File: src/hdl/csvft_pkg.sv
// Shared types and constants for the CSV field tokenizer.
// Holds result records, kind and error codes, parse modes and delimiter codes.
// No dependencies.
package csvft_pkg;

    localparam int CharW = 16;

    localparam logic [2:0] KIND_CHAR  = 3'd0;
    localparam logic [2:0] KIND_FIELD = 3'd1;
    localparam logic [2:0] KIND_ROW   = 3'd2;
    localparam logic [2:0] KIND_ERROR = 3'd3;
    localparam logic [2:0] KIND_DONE  = 3'd4;

    localparam logic [1:0] ERR_NONE       = 2'd0;
    localparam logic [1:0] ERR_AFTER_QUOT = 2'd1;
    localparam logic [1:0] ERR_STRAY_QUOT = 2'd2;
    localparam logic [1:0] ERR_OPEN_QUOT  = 2'd3;

    localparam logic [2:0] MODE_UNQ    = 3'd0;
    localparam logic [2:0] MODE_INQ    = 3'd1;
    localparam logic [2:0] MODE_QPEND  = 3'd2;
    localparam logic [2:0] MODE_CLOSED = 3'd3;
    localparam logic [2:0] MODE_ERR    = 3'd4;

    localparam logic [CharW-1:0] CH_QUOTE = 16'h0022;
    localparam logic [CharW-1:0] CH_COMMA = 16'h002C;
    localparam logic [CharW-1:0] CH_CR    = 16'h000D;
    localparam logic [CharW-1:0] CH_LF    = 16'h000A;

    typedef struct packed {
        logic [2:0]       kind;
        logic [CharW-1:0] chr;
        logic [1:0]       err;
        logic             last;
    } t_result;

    // Up to three results caused by one input item, slot 0 first.
    typedef struct packed {
        logic [1:0]        count;
        t_result [2:0]     res;
    } t_batch;

    function automatic t_result mk_res(logic [2:0] kind, logic [CharW-1:0] chr,
                                       logic [1:0] err);
        t_result r;
        r.kind = kind;
        r.chr  = chr;
        r.err  = err;
        r.last = 1'b0;
        return r;
    endfunction

endpackage

File: src/hdl/csv_field_tokenizer_core.sv
// Streaming CSV tokenizer. Takes one text code unit per request (tlast on the final
// unit) and returns field characters, field ends, row ends, errors and a done marker,
// each with tuser = kind and tlast on the last result caused by that unit. Throughput
// is one code unit per cycle while the consumer is ready: an input register feeds the
// parse decode, whose results go into a three-entry result buffer that drains one result
// per cycle while the consumer is ready. Units that produce no result (an opening quote,
// the LF of a CRLF) still pass through the input register. A final unit may produce up
// to three results, which holds off input while the buffer drains. After an error the
// parser ignores input until the final unit; rows already sent before the error are for
// the consumer to discard.
module csv_field_tokenizer_core #(
    parameter int CHAR_BITS = 16
) (
    input  logic        i_clk,
    input  logic        i_rst_n,
    input  logic        i_s_axis_tvalid,
    output logic        o_s_axis_tready,
    input  logic [15:0] i_s_axis_tdata,   // [15:0] code_unit
    input  logic        i_s_axis_tlast,   // end_of_text
    output logic        o_m_axis_tvalid,
    input  logic        i_m_axis_tready,
    output logic [23:0] o_m_axis_tdata,   // [15:0] char_out, [17:16] error_code, rest 0
    output logic [2:0]  o_m_axis_tuser,   // [2:0] kind
    output logic        o_m_axis_tlast    // last_of_run
);
    import csvft_pkg::*;

    localparam logic [CharW-1:0] CharMask = (CHAR_BITS >= CharW) ? {CharW{1'b1}} :
        CharW'((64'd1 << CHAR_BITS) - 64'd1);

    logic [CharW-1:0] in_char;
    t_result          res;

    // drop code unit bits above the character width
    assign in_char = i_s_axis_tdata & CharMask;

    csvft_core u_core (
        .i_clk   (i_clk),
        .i_rst_n (i_rst_n),
        .i_valid (i_s_axis_tvalid),
        .o_ready (o_s_axis_tready),
        .i_char  (in_char),
        .i_last  (i_s_axis_tlast),
        .o_valid (o_m_axis_tvalid),
        .i_ready (i_m_axis_tready),
        .o_res   (res)
    );

    assign o_m_axis_tdata = {6'd0, res.err, res.chr};
    assign o_m_axis_tuser = res.kind;
    assign o_m_axis_tlast = res.last;

endmodule

File: src/hdl/csvft_parse.sv
// Parse state and per-item decode for the CSV field tokenizer.
// Turns one code unit plus the final flag into a batch of up to three results.
// Depends on csvft_pkg.
module csvft_parse (
    input  logic                      i_clk,
    input  logic                      i_rst_n,
    input  logic                      i_advance,
    input  logic [csvft_pkg::CharW-1:0] i_char,
    input  logic                      i_last,
    output csvft_pkg::t_batch         o_batch
);
    import csvft_pkg::*;

    logic [2:0] r_mode, n_mode;
    logic       r_cr_pending, n_cr_pending;
    logic       r_field_has_chars, n_field_has_chars;
    logic       r_row_has_fields, n_row_has_fields;

    always_comb begin
        logic       skip;
        logic       closed;
        logic       u_vld;
        logic       f_err;
        logic       f_row;
        logic [1:0] cnt;
        t_result    u_res;

        n_mode            = r_mode;
        n_cr_pending      = r_cr_pending;
        n_field_has_chars = r_field_has_chars;
        n_row_has_fields  = r_row_has_fields;
        skip   = 1'b0;
        closed = 1'b0;
        u_vld  = 1'b0;
        u_res  = mk_res(KIND_CHAR, '0, ERR_NONE);

        // LF right after a CR line end is part of the same line end
        if (r_cr_pending) begin
            n_cr_pending = 1'b0;
            if (i_char == CH_LF && r_mode == MODE_UNQ) begin
                skip = 1'b1;
            end
        end

        if (!skip) begin
            case (r_mode)
                MODE_INQ: begin
                    if (i_char == CH_QUOTE) begin
                        n_mode = MODE_QPEND;
                    end else begin
                        u_vld = 1'b1;
                        u_res = mk_res(KIND_CHAR, i_char, ERR_NONE);
                        n_field_has_chars = 1'b1;
                    end
                end
                MODE_QPEND: begin
                    if (i_char == CH_QUOTE) begin
                        u_vld = 1'b1;
                        u_res = mk_res(KIND_CHAR, i_char, ERR_NONE);
                        n_field_has_chars = 1'b1;
                        n_mode = MODE_INQ;
                    end else begin
                        closed = 1'b1;
                    end
                end
                MODE_CLOSED: begin
                    closed = 1'b1;
                end
                MODE_UNQ: begin
                    if (i_char == CH_QUOTE) begin
                        if (r_field_has_chars) begin
                            u_vld = 1'b1;
                            u_res = mk_res(KIND_ERROR, '0, ERR_STRAY_QUOT);
                            n_mode = MODE_ERR;
                            n_row_has_fields  = 1'b0;
                            n_field_has_chars = 1'b0;
                            n_cr_pending      = 1'b0;
                        end else begin
                            n_mode = MODE_INQ;
                        end
                    end else if (i_char == CH_COMMA) begin
                        u_vld = 1'b1;
                        u_res = mk_res(KIND_FIELD, '0, ERR_NONE);
                        n_row_has_fields  = 1'b1;
                        n_field_has_chars = 1'b0;
                    end else if (i_char == CH_CR || i_char == CH_LF) begin
                        u_vld = r_row_has_fields || r_field_has_chars;
                        u_res = mk_res(KIND_ROW, '0, ERR_NONE);
                        n_row_has_fields  = 1'b0;
                        n_field_has_chars = 1'b0;
                        n_cr_pending      = (i_char == CH_CR);
                    end else begin
                        u_vld = 1'b1;
                        u_res = mk_res(KIND_CHAR, i_char, ERR_NONE);
                        n_field_has_chars = 1'b1;
                    end
                end
                default: begin
                end
            endcase

            // after a closing quote only a delimiter may follow
            if (closed) begin
                if (i_char == CH_COMMA) begin
                    u_vld = 1'b1;
                    u_res = mk_res(KIND_FIELD, '0, ERR_NONE);
                    n_row_has_fields  = 1'b1;
                    n_field_has_chars = 1'b0;
                    n_mode = MODE_UNQ;
                end else if (i_char == CH_CR || i_char == CH_LF) begin
                    u_vld = r_row_has_fields || r_field_has_chars;
                    u_res = mk_res(KIND_ROW, '0, ERR_NONE);
                    n_row_has_fields  = 1'b0;
                    n_field_has_chars = 1'b0;
                    n_mode = MODE_UNQ;
                    n_cr_pending = (i_char == CH_CR);
                end else begin
                    u_vld = 1'b1;
                    u_res = mk_res(KIND_ERROR, '0, ERR_AFTER_QUOT);
                    n_mode = MODE_ERR;
                    n_row_has_fields  = 1'b0;
                    n_field_has_chars = 1'b0;
                    n_cr_pending      = 1'b0;
                end
            end
        end

        f_err = i_last && (n_mode == MODE_INQ);
        f_row = i_last && (n_row_has_fields || n_field_has_chars) &&
                (n_mode == MODE_UNQ || n_mode == MODE_QPEND || n_mode == MODE_CLOSED);

        // pack results into slots in order: unit, flush, done
        o_batch = '0;
        cnt = 2'd0;
        if (u_vld) begin
            o_batch.res[cnt] = u_res;
            cnt = cnt + 2'd1;
        end
        if (f_err) begin
            o_batch.res[cnt] = mk_res(KIND_ERROR, '0, ERR_OPEN_QUOT);
            cnt = cnt + 2'd1;
        end else if (f_row) begin
            o_batch.res[cnt] = mk_res(KIND_ROW, '0, ERR_NONE);
            cnt = cnt + 2'd1;
        end
        if (i_last) begin
            o_batch.res[cnt] = mk_res(KIND_DONE, '0, ERR_NONE);
            cnt = cnt + 2'd1;
        end
        if (cnt != 2'd0) begin
            o_batch.res[cnt - 2'd1].last = 1'b1;
        end
        o_batch.count = cnt;

        // the final unit starts a fresh text
        if (i_last) begin
            n_mode            = MODE_UNQ;
            n_cr_pending      = 1'b0;
            n_field_has_chars = 1'b0;
            n_row_has_fields  = 1'b0;
        end
    end

    always_ff @(posedge i_clk) begin
        if (!i_rst_n) begin
            r_mode            <= MODE_UNQ;
            r_cr_pending      <= 1'b0;
            r_field_has_chars <= 1'b0;
            r_row_has_fields  <= 1'b0;
        end else if (i_advance) begin
            r_mode            <= n_mode;
            r_cr_pending      <= n_cr_pending;
            r_field_has_chars <= n_field_has_chars;
            r_row_has_fields  <= n_row_has_fields;
        end
    end

endmodule

File: src/hdl/csvft_emit.sv
// Result buffer for the CSV field tokenizer.
// Holds one batch of up to three results and sends them one per request.
// Depends on csvft_pkg.
module csvft_emit (
    input  logic              i_clk,
    input  logic              i_rst_n,
    input  logic              i_load,
    input  csvft_pkg::t_batch i_batch,
    output logic              o_free,
    output logic              o_tvalid,
    input  logic              i_tready,
    output csvft_pkg::t_result o_res
);
    import csvft_pkg::*;

    t_result [2:0] r_res;
    logic [1:0]    r_rem;
    logic          take;
    logic          load;

    assign o_tvalid = (r_rem != 2'd0);
    assign take     = o_tvalid && i_tready;
    assign o_free   = (r_rem == 2'd0) || (r_rem == 2'd1 && i_tready);
    assign load     = i_load && o_free;
    assign o_res    = r_res[0];

    always_ff @(posedge i_clk) begin
        if (!i_rst_n) begin
            r_rem <= 2'd0;
        end else if (load) begin
            r_rem <= i_batch.count;
        end else if (take) begin
            r_rem <= r_rem - 2'd1;
        end
    end

    // shift the batch down as results leave
    always_ff @(posedge i_clk) begin
        if (load) begin
            r_res <= i_batch.res;
        end else if (take) begin
            r_res[0] <= r_res[1];
            r_res[1] <= r_res[2];
        end
    end

`ifndef SYNTHESIS
    a_last_on_final: assert property (@(posedge i_clk) disable iff (!i_rst_n)
        r_rem == 2'd1 |-> r_res[0].last)
        else $error("final buffered result lacks last flag");

    a_no_early_last: assert property (@(posedge i_clk) disable iff (!i_rst_n)
        (r_rem == 2'd2 || r_rem == 2'd3) |-> !r_res[0].last)
        else $error("last flag set before end of batch");

    a_drain_step: assert property (@(posedge i_clk) disable iff (!i_rst_n)
        ((r_rem == 2'd2 || r_rem == 2'd3) && i_tready) |=> r_rem == $past(r_rem) - 2'd1)
        else $error("buffer did not advance by one result");

    a_err_code: assert property (@(posedge i_clk) disable iff (!i_rst_n)
        (o_tvalid && r_res[0].kind == KIND_ERROR) |-> r_res[0].err != ERR_NONE)
        else $error("error result without error code");
`endif

endmodule

File: src/hdl/csvft_core.sv
// Input register stage of the CSV field tokenizer: holds one request and feeds
// the parse decode and the result buffer.
// Depends on csvft_pkg, csvft_parse and csvft_emit.
module csvft_core (
    input  logic                        i_clk,
    input  logic                        i_rst_n,
    input  logic                        i_valid,
    output logic                        o_ready,
    input  logic [csvft_pkg::CharW-1:0] i_char,
    input  logic                        i_last,
    output logic                        o_valid,
    input  logic                        i_ready,
    output csvft_pkg::t_result          o_res
);
    import csvft_pkg::*;

    logic                r_in_valid;
    logic [CharW-1:0]    r_in_char;
    logic                r_in_last;
    logic                move;
    logic                free;
    t_batch              batch;

    assign move    = r_in_valid && free;
    assign o_ready = !r_in_valid || move;

    always_ff @(posedge i_clk) begin
        if (!i_rst_n) begin
            r_in_valid <= 1'b0;
        end else if (i_valid && o_ready) begin
            r_in_valid <= 1'b1;
        end else if (move) begin
            r_in_valid <= 1'b0;
        end
    end

    always_ff @(posedge i_clk) begin
        if (i_valid && o_ready) begin
            r_in_char <= i_char;
            r_in_last <= i_last;
        end
    end

    csvft_parse u_parse (
        .i_clk     (i_clk),
        .i_rst_n   (i_rst_n),
        .i_advance (move),
        .i_char    (r_in_char),
        .i_last    (r_in_last),
        .o_batch   (batch)
    );

    csvft_emit u_emit (
        .i_clk    (i_clk),
        .i_rst_n  (i_rst_n),
        .i_load   (r_in_valid),
        .i_batch  (batch),
        .o_free   (free),
        .o_tvalid (o_valid),
        .i_tready (i_ready),
        .o_res    (o_res)
    );

endmodule
File: config.mk
export PLATFORM = sky130hd
export DESIGN_NAME = csv_field_tokenizer_core
export DESIGN_NICKNAME = d
export VERILOG_FILES = /design/src/hdl/csvft_pkg.sv /design/src/hdl/csv_field_tokenizer_core.sv /design/src/hdl/csvft_parse.sv /design/src/hdl/csvft_emit.sv /design/src/hdl/csvft_core.sv
export SDC_FILE = /design/constraint.sdc
export NUM_CORES = 1
export LEC_CHECK = 0
export BUFFER_PORTS_ARGS = -buffer_cell sky130_fd_sc_hd__clkbuf_2
export CELL_PAD_IN_SITES_DETAIL_PLACEMENT = 1
export CELL_PAD_IN_SITES_GLOBAL_PLACEMENT = 1
export CORE_ASPECT_RATIO = 1.2
export CORE_MARGIN = 10
export CORE_UTILIZATION = 39
export DETAILED_ROUTE_END_ITERATION = 7
export PLACE_DENSITY = 0.73
export SLEW_MARGIN = 20
export SYNTH_ARGS = -nofsm -noshare
export SYNTH_HDL_FRONTEND = slang
export SYNTH_SLANG_ARGS = --single-unit
File: constraint.sdc
create_clock -name i_clk -period 3.65 [get_ports i_clk]
set_clock_uncertainty 0.15 [all_clocks]
set_input_delay 0.5475 -clock i_clk [delete_from_list [all_inputs] [get_ports i_clk]]
set_output_delay 0.5475 -clock i_clk [all_outputs]
set_load 0.02 [all_outputs]
==> impl_metrics.py, run 1 <==
metrics = {
    "floorplanning": {
        "initial_core_util": 0.4009,
        "die-area_um2": 11350,
        "boundaryPins": 51,
        "fp.dieH_um": 114.7,
        "rows": 34,
        "dieWidth_um": 98.94,
        "coreArea_um2": 7274,
    },
    "place": {
        "dp_hpwl_mm": 5.562,
        "portBuffers": 44,
        "placed_cells": 416,
        "place_congestion": 0.8936,
    },
    "power_and_ir_drop": {
        "p_sw_frac": 0.3524,
        "share_seq_of_total_power": 0.488,
        "switchingPower_mw": 0.6324,
        "p_clk_frac": 0.199,
        "powerDensity_nw_per_um2": 472.6,
        "combPwrFrac": 0.313,
        "peakVddDrop_mv": 0.2126,
        "p_int_mw": 1.162,
        "leakagePower_nw": 1.488,
    },
    "timing": {
        "period_share": 1.054,
        "setup_viol": 23,
        "fin_crit_ps": 3845,
        "setup_ws_ps": -195.5,
        "fmax_mhz": 260.0,
        "fin_tns_setup_ps": -2797,
        "whs_ps": 243.7,
        "rsz0062_at_grt": "true",
        "hold_violations": 0,
        "max_slew.worst_pin.slew_ps": 981.9,
        "maxSlewHeadroom": 0.3414,
        "maxSlewViolCount": 0,
    },
    "route": {
        "routed_wl_mm": 8.963,
        "first_iter_violations": 160,
        "dr.pass1.iters": 6,
        "wl_per_cell_um": 20.28,
        "drcViolationCount": 0,
        "antenna_left": 0,
        "vias_per_cell": 5.489,
        "vias": 2426,
    },
    "clock_tree": {
        "tritoncts": "yes",
        "clockBufferDepth": 2,
        "holdBufCountCts": 0,
        "clk_pin_slew_ps": 110,
        "root_buffer": "clkbuf_8",
        "htreeDepth": 2,
        "clock_latency_ps": 320,
        "cts_num_sinks": 54,
        "numCtsBuffers": 5,
    },
    "logic_synthesis": {
        "ys.flop_type": "edfxtp_1",
        "ys_seq_area_frac": 0.5251,
        "yosys.area_share.simple": 0.1926,
        "synthesis.area_um2": 2917,
        "synth_edf_count": 45,
        "async_reset_ff_frac": 0,
        "yosysWarningCount": 0,
        "netlist.area_leader.share": 0.4633,
        "yosys.area.top_type": "edfxtp_1",
        "synth_top_family_by_area": "simple AND/OR/NAND/NOR gates",
        "yosysUniqueCellTypes": 53,
        "synthAdderAreaFrac": 0.02574,
        "ys_ff_latch": 54,
        "muxShareOfSynthArea": 0.01416,
        "synthXorXnorAreaFrac": 0,
        "netlist_top_cells_area": "edfxtp_1, buf_4, dfxtp_1, and2_1, a21oi_1",
        "postSynthCellCount": 279,
        "avgSynthCellArea_um2": 10.45,
        "synth_compound_area_frac": 0.1407,
    },
    "worst_hold_path": {
        "hold_class": "input pin to flip-flop",
    },
    "final_layout": {
        "fin_nets": 378,
        "n_antenna_cell": 0,
        "drive_gt1_frac": 0.4176,
        "final_cells": 442,
        "area_growth_pct": 30.20,
    },
    "critical_path": {
        "startpoint": "u_core.r_in_char[2]$_DFFE_PP_",
        "crit_slowest_cell": "edfxtp_1",
        "crit_end": "u_core.u_emit.o_res[6]$_SDFFCE_PN0P_",
        "crit_chain": "buf_6 -> nor3b_2 -> buf_4 -> o21ba_2 -> o211ai_1 -> a21oi_1 -> a31oi_2 -> o211ai_1 -> inv_1 -> ha_4 -> inv_2 -> o31ai_4 -> o21a_4 -> inv_4 -> ha_4 -> nand2_2 -> nand2_4 -> buf_12 -> nor2b_4 -> and2_1",
        "reg2reg_from": "u_core.r_in_char[2]$_DFFE_PP_",
        "startpoint_type": "flip-flop",
        "reg2reg_slack_ps": -200,
        "criticalPathCategory": "flip-flop to flip-flop",
        "reg2reg_to": "u_core.u_emit.o_res[6]$_SDFFCE_PN0P_",
        "worstPathRequired_ps": 3700,
        "critPathArrivalTime_ps": 3900,
        "ff2ff_path_depth": 20,
        "cp_slowest_stage_delay_ps": 470,
        "cp-end-kind": "flip-flop",
        "crit_fanout": 7,
    },
    "status": {
        "status": "finished, violations left",
        "violations": "setup timing",
    },
    "grt": {
        "groute.usage.overall": 0.1338,
        "antenna_found_initial": 0,
        "grt_pass1_vias": 2500,
        "grt_max_degree": 28,
        "globalRouteOverflowTotal": 0,
        "grt_pass1_wl_mm": 12.46,
    },
    "run": {
        "cap_violations": 0,
    },
}
## logic make-up after synthesis
| logic type | after synthesis |
|---|---|
| AO/OA/AOI/OAI | 62 |
| adder cells (fa/ha/maj) | 6 |
| buffers and inverters | 51 |
| flip-flops | 54 |
| multiplexers | 4 |
| other | 1 |
| AND/OR/NAND/NOR | 101 |
## sequential cells by signal, indices dropped and copies added (netlist names)
name / cells
u_core.r_in_char: 16
u_core.r_in_last: 1
u_core.r_in_valid: 1
u_core.u_emit.o_res: 22
u_core.u_emit.r_rem: 2
u_core.u_emit.r_res: 6
u_core.u_parse.r_cr_pending: 1
u_core.u_parse.r_field_has_chars: 1
u_core.u_parse.r_mode: 3
u_core.u_parse.r_row_has_fields: 1
## metal layers
layer,track usage,vias to the layer above,part of all wire
li1,-,1130,-
met1,0.1450,1209,0.38
met2,0.2448,69,0.53
met3,0.03001,18,0.049
met4,0.05550,0,0.034
met5,0,-,0
## worst min-delay path by stage
stage               depth (start not counted)                                startpoint  slack [ps]                                        to
detailed placement                          2  u_core.u_parse.r_cr_pending$_SDFFE_PN0P_         310  u_core.u_parse.r_cr_pending$_SDFFE_PN0P_
global route                                1                        i_s_axis_tdata[13]         240            u_core.r_in_char[13]$_DFFE_PP_
global placement                            2  u_core.u_parse.r_cr_pending$_SDFFE_PN0P_         290  u_core.u_parse.r_cr_pending$_SDFFE_PN0P_
CTS                                         1                         i_s_axis_tdata[2]         240             u_core.r_in_char[2]$_DFFE_PP_
finish                                      1                         i_s_axis_tdata[0]         240             u_core.r_in_char[0]$_DFFE_PP_
floorplan                                   2  u_core.u_parse.r_cr_pending$_SDFFE_PN0P_         280  u_core.u_parse.r_cr_pending$_SDFFE_PN0P_
## power by group through the flow
| stage | logic [mW] | clock network (mW) | registers, mW |
|---|---|---|---|
| final | 0.561 | 0.357 | 0.876 |
| after global routing | 0.608 | 0.385 | 0.889 |
| after CTS | 0.512 | 0.363 | 0.875 |
| after detailed placement | 0.484 | 0 | 0.886 |
| after global placement | 0.470 | 0 | 0.879 |
| after floorplan | 0.394 | 0 | 0.874 |
## critical path, delay by kind of cell, from the launching register on
| family | cells | cell delay (ps) |
|---|---|---|
| compound gates | 7 | 1230 |
| flops | 1 | 470 |
| simple gates | 5 | 720 |
| fa+ha+maj | 2 | 430 |
| buf+inv | 6 | 710 |
## cells in the final DEF (no fill, tap or decap), types with 4 or more instances in the layout
cell type,instances
inv_1,11
nor3_1,9
conb_1,6
edfxtp_1,45
and2_1,17
dfxtp_1,9
o211ai_1,9
clkbuf_2,44
nand2_1,19
nand3_1,4
clkbuf_8,5
buf_6,6
nor2_1,13
buf_4,42
o21ai_0,7
nand2b_1,5
a21oi_1,15
## synthesized netlist by cell type, types with 5 or more instances
| master | instances |
|---|---|
| nand2_1 | 22 |
| inv_1 | 14 |
| o21ai_0 | 12 |
| clkbuf_1 | 9 |
| nor2_1 | 16 |
| nand3_1 | 5 |
| ha_1 | 6 |
| buf_4 | 27 |
| edfxtp_1 | 45 |
| nand2b_1 | 6 |
| a21oi_1 | 18 |
| nor3_1 | 9 |
| dfxtp_1 | 9 |
| and2_1 | 17 |
| o211ai_1 | 9 |
## cell type report
class,count,area (um2)
multi-input cells,180,1339
clock buffers,5,68.82
clock inverters,3,23.77
inverters,15,58.81
flip-flops and latches,54,1531
well taps,90,112.6
fillers,810,3477
repair buffers,95,663.1
## stage by stage
step	util	total power [mW]	setup slack, ps	area [um2]
3_5_place_dp	0.4539	1.371	-304.5	3302
4_1_cts	0.4904	1.751	-31.43	3567
3_3_place_gp	0.4539	1.348	-134.7	3302
2_1_floorplan	-	1.268	17.28	2952
5_1_grt	0.5220	1.881	-379.1	3797
6_report	0.5220	1.795	-195.5	3797
## what timing repair did
item	in CTS	in global routing
resized for setup	24	29
gates cloned	0	1
endpoints found under the setup margin	23	26
setup buffers	7	10
pin swaps	14	28
Note: power is estimated with default switching activity, not from simulation.
==> run 2, diff against run 1 <==
--- a/config.mk
+++ b/config.mk
@@ -13,6 +13,7 @@
 export CORE_UTILIZATION = 39
 export DETAILED_ROUTE_END_ITERATION = 7
 export PLACE_DENSITY = 0.73
+export REMOVE_ABC_BUFFERS = 1
 export SLEW_MARGIN = 20
 export SYNTH_ARGS = -nofsm -noshare
 export SYNTH_HDL_FRONTEND = slang
==> run 2 against run 1 <==
The run now ends clean; worst hold slack got worse by 1.7 ps; core utilization grew 0.72 points; global-route usage grew 1.2 points; sequential power fell by 1%; wire length fell by 4.5%; critical path type unchanged.
==> impl_metrics.py, run 2 (synthesis results as in run 1) <==
metrics = {
    "floorplanning": {
        "fp.dieH_um": 114.7,
        "die-area_um2": 11350,
        "coreArea_um2": 7274,
        "initial_core_util": 0.4009,
        "rows": 34,
        "boundaryPins": 51,
        "dieWidth_um": 98.94,
    },
    "worst_hold_path": {
        "hold_class": "input pin to flip-flop",
        "whs_path_depth": 1,
        "hold_end": "u_core.r_in_char[2]$_DFFE_PP_",
        "holdCritStartpoint": "i_s_axis_tdata[2]",
    },
    "route": {
        "drt-met1-wl_mm": 3.304,
        "wl_met3_um": 256,
        "wl_met2_mm": 4.832,
        "vias": 2388,
        "drcViolationCount": 0,
        "antenna_left": 0,
        "wl_per_cell_um": 18.94,
        "routed_wl_mm": 8.560,
        "first_iter_violations": 129,
        "vias_per_cell": 5.283,
        "top_layer_used": "met4",
        "dr.pass1.iters": 4,
    },
    "grt": {
        "antenna_found_initial": 0,
        "groute.usage.overall": 0.1454,
        "globalRouteOverflowTotal": 0,
        "grt_pass1_vias": 2553,
        "grt_pass1_wl_mm": 13.25,
        "grt_max_degree": 28,
    },
    "power_and_ir_drop": {
        "switchingPower_mw": 0.6254,
        "share_seq_of_total_power": 0.467,
        "combPwrFrac": 0.302,
        "p_sw_frac": 0.3367,
        "powerDensity_nw_per_um2": 482.4,
        "p_clk_frac": 0.231,
        "p_int_mw": 1.232,
        "peakVddDrop_mv": 0.2338,
        "leakagePower_nw": 1.551,
    },
    "timing": {
        "setup_viol": 0,
        "hold_violations": 0,
        "rsz0062_at_grt": "true",
        "maxSlewViolCount": 0,
        "maxSlewHeadroom": 0.3026,
        "fmax_mhz": 275.2,
        "max_slew.worst_pin.slew_ps": 1045,
        "fin_crit_ps": 3634,
        "period_share": 0.9955,
    },
    "run": {
        "cap_violations": 0,
    },
    "clock_tree": {
        "numCtsBuffers": 5,
        "tritoncts": "yes",
        "root_buffer": "clkbuf_8",
        "cts_num_sinks": 54,
        "clockBufferDepth": 2,
        "htreeDepth": 2,
        "clock_latency_ps": 320,
        "clk_pin_slew_ps": 110,
    },
    "final_layout": {
        "n_antenna_cell": 0,
        "drive_gt1_frac": 0.4448,
        "fin_nets": 388,
        "fin_util": 0.5292,
        "num-fill-cells": 831,
        "mostFrequentLayoutCells": "buf_4, edfxtp_1, clkbuf_2",
        "area_growth_pct": 32.00,
        "final_common_cell": "buf_4",
        "largest_register_ffs": 22,
        "final_cells": 452,
    },
    "status": {
        "status": "finished, final reports clean",
    },
    "critical_path": {
        "criticalPathCategory": "flip-flop to flip-flop",
        "reg2reg_to": "u_core.u_emit.r_res[22]$_DFFE_PP_",
        "critPathArrivalTime_ps": 3550,
        "crit_fanout": 3,
        "startpoint_type": "flip-flop",
        "ff2ff_path_depth": 16,
        "cp-end-kind": "flip-flop",
        "reg2reg_from": "u_core.r_in_char[2]$_DFFE_PP_",
        "reg2reg_slack_ps": 20,
        "worstPathRequired_ps": 3570,
    },
    "place": {
        "dp_hpwl_mm": 6.008,
        "placed_cells": 431,
        "portBuffers": 44,
        "place_congestion": 0.8555,
    },
}
run 2: cell count changes in the layout (fill, tap and decap cells not counted), moves of 2 or more:
| cell | delta |
|---|---|
| buf_4 | +13 |
| and2_1 | -4 |
| buf_12 | -2 |
| and2_4 | +4 |
| a21oi_1 | +2 |
| nor4_4 | -2 |
| clkinvlp_4 | -2 |
| nor4_2 | +2 |
run 2: layer usage:
metal | track usage | vias to the layer above
li1 | - | 1146
met1 | 0.1512 | 1196
met2 | 0.2830 | 35
met3 | 0.02221 | 11
met4 | 0.05646 | 0
met5 | 0 | -
run 2: how the worst max path moves through the flow:
stage,startpoint,to,slack (ps),cells past startpoint
after floorplan,u_core.r_in_char[9]$_DFFE_PP_,u_core.u_emit.o_res[10]$_SDFFCE_PN0P_,-140,17
after global placement,u_core.r_in_char[2]$_DFFE_PP_,u_core.u_emit.o_res[3]$_SDFFCE_PN0P_,-290,18
after detailed placement,u_core.r_in_char[7]$_DFFE_PP_,u_core.u_emit.o_res[4]$_SDFFCE_PN0P_,-490,19
after CTS,u_core.r_in_char[8]$_DFFE_PP_,u_core.u_emit.o_res[20]$_DFFE_PP_,2,21
after global routing,u_core.r_in_char[2]$_DFFE_PP_,u_core.u_emit.o_res[16]$_SDFFCE_PN0P_,-140,17
final,u_core.r_in_char[2]$_DFFE_PP_,u_core.u_emit.r_res[22]$_DFFE_PP_,20,16
run 2: metrics by stage:
step | instance area, um2 | setup TNS (ps) | power (mW) | hold slack, ps | setup WS (ps)
after floorplan | 2699 | -2079 | 1.174 | 277.4 | -138.6
after global placement | 3400 | -4126 | 1.353 | 297.4 | -287.2
after detailed placement | 3400 | -7366 | 1.383 | 301.1 | -486.1
after CTS | 3671 | 0 | 1.834 | 240.4 | 2.041
after global routing | 3850 | -2195 | 1.950 | 233.3 | -142.7
final | 3850 | 0 | 1.857 | 242.0 | 16.28
run 2: repair_timing:
item,4_1_cts,5_1_grt
pin swaps,9,23
gates cloned,0,1
hold buffers,0,0
resized for setup,20,36
setup endpoints to repair,24,27
setup buffers,5,7
run 2: worst max-delay path, cell delays in order, from the launching register on:
cell	delay [ps]
edfxtp_1	440
or3b_4	400
or2_4	280
buf_6	130
nor3_4	230
mux2i_2	270
o211ai_1	150
inv_1	120
ha_4	150
inv_2	30
mux2_4	280
buf_6	130
ha_4	260
nand2b_4	130
nor2_2	30
o211ai_1	90
o211ai_1	120
run 2: power groups by stage:
| stage | Combinational, mW | Sequential (mW) | Clock [mW] |
|---|---|---|---|
| floorplan | 0.211 | 0.963 | 0 |
| global route | 0.615 | 0.880 | 0.455 |
| global placement | 0.483 | 0.870 | 0 |
| finish | 0.561 | 0.867 | 0.428 |
| CTS | 0.532 | 0.868 | 0.434 |
| detailed placement | 0.502 | 0.882 | 0 |
run 2: layout make-up:
class | instances | area [um2] | share of cell area
clock buffers | 5 | 68.82 | 0.01787
clock inverters | 3 | 47.55 | 0.01235
inverters | 15 | 58.81 | 0.01527
multi-input cells | 180 | 1321 | 0.3432
flip-flops and latches | 54 | 1531 | 0.3978
well taps | 90 | 112.6 | 0.02925
repair buffers | 105 | 709.4 | 0.1843
==> run 3, diff against run 2 <==
--- a/config.mk
+++ b/config.mk
@@ -5,16 +5,16 @@
 export SDC_FILE = /design/constraint.sdc
 export NUM_CORES = 1
 export LEC_CHECK = 0
-export BUFFER_PORTS_ARGS = -buffer_cell sky130_fd_sc_hd__clkbuf_2
 export CELL_PAD_IN_SITES_DETAIL_PLACEMENT = 1
 export CELL_PAD_IN_SITES_GLOBAL_PLACEMENT = 1
 export CORE_ASPECT_RATIO = 1.2
 export CORE_MARGIN = 10
-export CORE_UTILIZATION = 39
+export CORE_UTILIZATION = 44
 export DETAILED_ROUTE_END_ITERATION = 7
+export DONT_BUFFER_PORTS = 1
 export PLACE_DENSITY = 0.73
 export REMOVE_ABC_BUFFERS = 1
-export SLEW_MARGIN = 20
+export SETUP_SLACK_MARGIN = 0.05
 export SYNTH_ARGS = -nofsm -noshare
 export SYNTH_HDL_FRONTEND = slang
 export SYNTH_SLANG_ARGS = --single-unit
==> run 3 against run 2 <==
Final cell count is 14% lower; sequential share of layout area rose by 4.6 points; first-iteration DRC count is 5.4% higher; clock power decreased by 20%; global-route usage decreased by 0.064 points; core utilization grew 0.59 points; final area fell by 10%; die area decreased by 9.3%; wire length shrank 11%; worst hold slack lost 69 ps; combinational power is 38% lower; power decreased by 11%; critical path type unchanged; critical endpoint unchanged.
==> impl_metrics.py, run 3 (synthesis results as in run 1) <==
metrics = {
    "status": {
        "status": "finished, final reports clean",
    },
    "place": {
        "dp_hpwl_mm": 5.331,
        "portBuffers": 0,
        "place_congestion": 0.8633,
        "pre_cts_slack_ps": -90.28,
    },
    "route": {
        "vias": 2158,
        "dr.pass1.iters": 4,
        "antenna_left": 0,
        "drcViolationCount": 0,
        "first_iter_violations": 136,
        "vias_per_cell": 5.533,
        "wl_per_cell_um": 19.48,
        "routed_wl_mm": 7.596,
    },
    "clock_tree": {
        "htreeDepth": 2,
        "cts_num_sinks": 54,
        "numCtsBuffers": 5,
        "root_buffer": "clkbuf_8",
        "clk_pin_slew_ps": 100,
        "tritoncts": "yes",
        "clockBufferDepth": 2,
        "clock_latency_ps": 310,
    },
    "power_and_ir_drop": {
        "peakVddDrop_mv": 0.3654,
        "powerDensity_nw_per_um2": 479.7,
        "leakagePower_nw": 1.268,
    },
    "worst_hold_path": {
        "whs_path_depth": 0,
        "hold_end": "u_core.r_in_char[5]$_DFFE_PP_",
        "holdCritStartpoint": "i_s_axis_tdata[5]",
        "hold_class": "input pin to flip-flop",
    },
    "critical_path": {
        "worstPathRequired_ps": 3560,
        "reg2reg_slack_ps": 10,
        "criticalPathCategory": "flip-flop to flip-flop",
        "critPathArrivalTime_ps": 3540,
        "ff2ff_path_depth": 17,
        "startpoint_type": "flip-flop",
        "cp-end-kind": "flip-flop",
        "reg2reg_to": "u_core.u_emit.r_res[22]$_DFFE_PP_",
        "crit_fanout": 4,
        "reg2reg_from": "u_core.r_in_char[2]$_DFFE_PP_",
    },
    "grt": {
        "antenna_found_initial": 0,
        "globalRouteOverflowTotal": 0,
        "grt_max_degree": 28,
        "grt_pass1_wl_mm": 11.76,
        "grt_pass1_vias": 2278,
        "groute.usage.overall": 0.1448,
    },
    "timing": {
        "setup_viol": 0,
        "max_slew.worst_pin.slew_ps": 1010,
        "fin_crit_ps": 3638,
        "hold_violations": 0,
        "maxSlewHeadroom": 0.3259,
        "setup_ws_ps": 12.47,
        "period_share": 0.9966,
        "rsz0062_at_grt": "true",
        "whs_ps": 172.7,
        "fmax_mhz": 274.9,
        "maxSlewViolCount": 0,
    },
    "final_layout": {
        "largest_register_ffs": 22,
        "n_antenna_cell": 0,
        "area_growth_pct": 18.28,
        "final_common_cell": "edfxtp_1",
        "drive_gt1_frac": 0.3016,
        "num-fill-cells": 696,
        "mostFrequentLayoutCells": "edfxtp_1, buf_4, nand2_1",
        "fin_nets": 331,
    },
    "floorplanning": {
        "die-area_um2": 10300,
        "fp.dieH_um": 109.2,
        "dieWidth_um": 94.32,
        "initial_core_util": 0.4524,
        "boundaryPins": 51,
        "rows": 32,
        "coreArea_um2": 6446,
    },
    "run": {
        "cap_violations": 0,
    },
}
-- run 3: worst max path at each step --
stage	from	endpoint	slack, ps
2_1_floorplan	u_core.r_in_char[9]$_DFFE_PP_	u_core.u_emit.o_res[10]$_SDFFCE_PN0P_	-140
3_3_place_gp	u_core.r_in_char[2]$_DFFE_PP_	u_core.u_emit.o_res[18]$_SDFFCE_PN0P_	20
3_5_place_dp	u_core.r_in_char[7]$_DFFE_PP_	u_core.u_emit.o_res[11]$_SDFFCE_PN0P_	-90
4_1_cts	u_core.r_in_char[8]$_DFFE_PP_	u_core.u_emit.o_res[12]$_SDFFCE_PN0P_	40
5_1_grt	u_core.r_in_char[8]$_DFFE_PP_	u_core.u_emit.o_res[13]$_SDFFCE_PN0P_	-180
6_report	u_core.r_in_char[2]$_DFFE_PP_	u_core.u_emit.r_res[22]$_DFFE_PP_	10
-- run 3: through the flow --
stage,util,total power [mW],TNS (ps),area [um2],cells
global placement,0.4794,1.279,0,3090,371
detailed placement,0.4794,1.296,-1274,3090,371
finish,0.5351,1.655,0,3450,390
floorplan,-,1.174,-2079,2699,248
CTS,0.5149,1.662,0,3319,384
global route,0.5351,1.749,-3011,3450,390
-- run 3: routing by layer --
layer	vias to the layer above	share of wire	track usage
li1	1028	-	-
met2	56	0.51	0.2495
met1	1064	0.43	0.1764
met5	-	0	0
met3	10	0.042	0.03576
met4	0	0.014	0.03478
-- run 3: where the power goes --
group | switching [mW] | internal, mW
sequential | 0.139 | 0.829
combinational | 0.219 | 0.126
clock | 0.205 | 0.136
-- run 3: worst max-delay path, cell delays in order, from the launching register on --
cell      delay, ps
edfxtp_1        460
or3b_4          410
or2_4           270
buf_6           130
nor3_4          200
mux2i_2         270
o211ai_1        150
inv_1           140
ha_4            220
inv_4            50
o31ai_4          60
o21a_4          130
buf_6           120
ha_4            260
nand2b_4        120
nor2_2           30
o211ai_1         90
o211ai_1        110
-- run 3: timing repair --
action                                  CTS  global route
endpoints found under the setup margin   22            26
setup buffers                             4             6
pin swaps                                 9            12
resized for setup                        22            20
hold buffers                              0             0
gates cloned                              1             0
-- run 3: cell type report --
type | instances | area, um2 | area share
sequential | 54 | 1531 | 0.4440
multi-input combinational | 179 | 1277 | 0.3703
timing repair buffer | 49 | 386.6 | 0.1121
tap | 85 | 106.4 | 0.03083
clock buffer | 5 | 68.82 | 0.01995
inverter | 15 | 58.81 | 0.01705
clock inverter | 3 | 20.02 | 0.005803
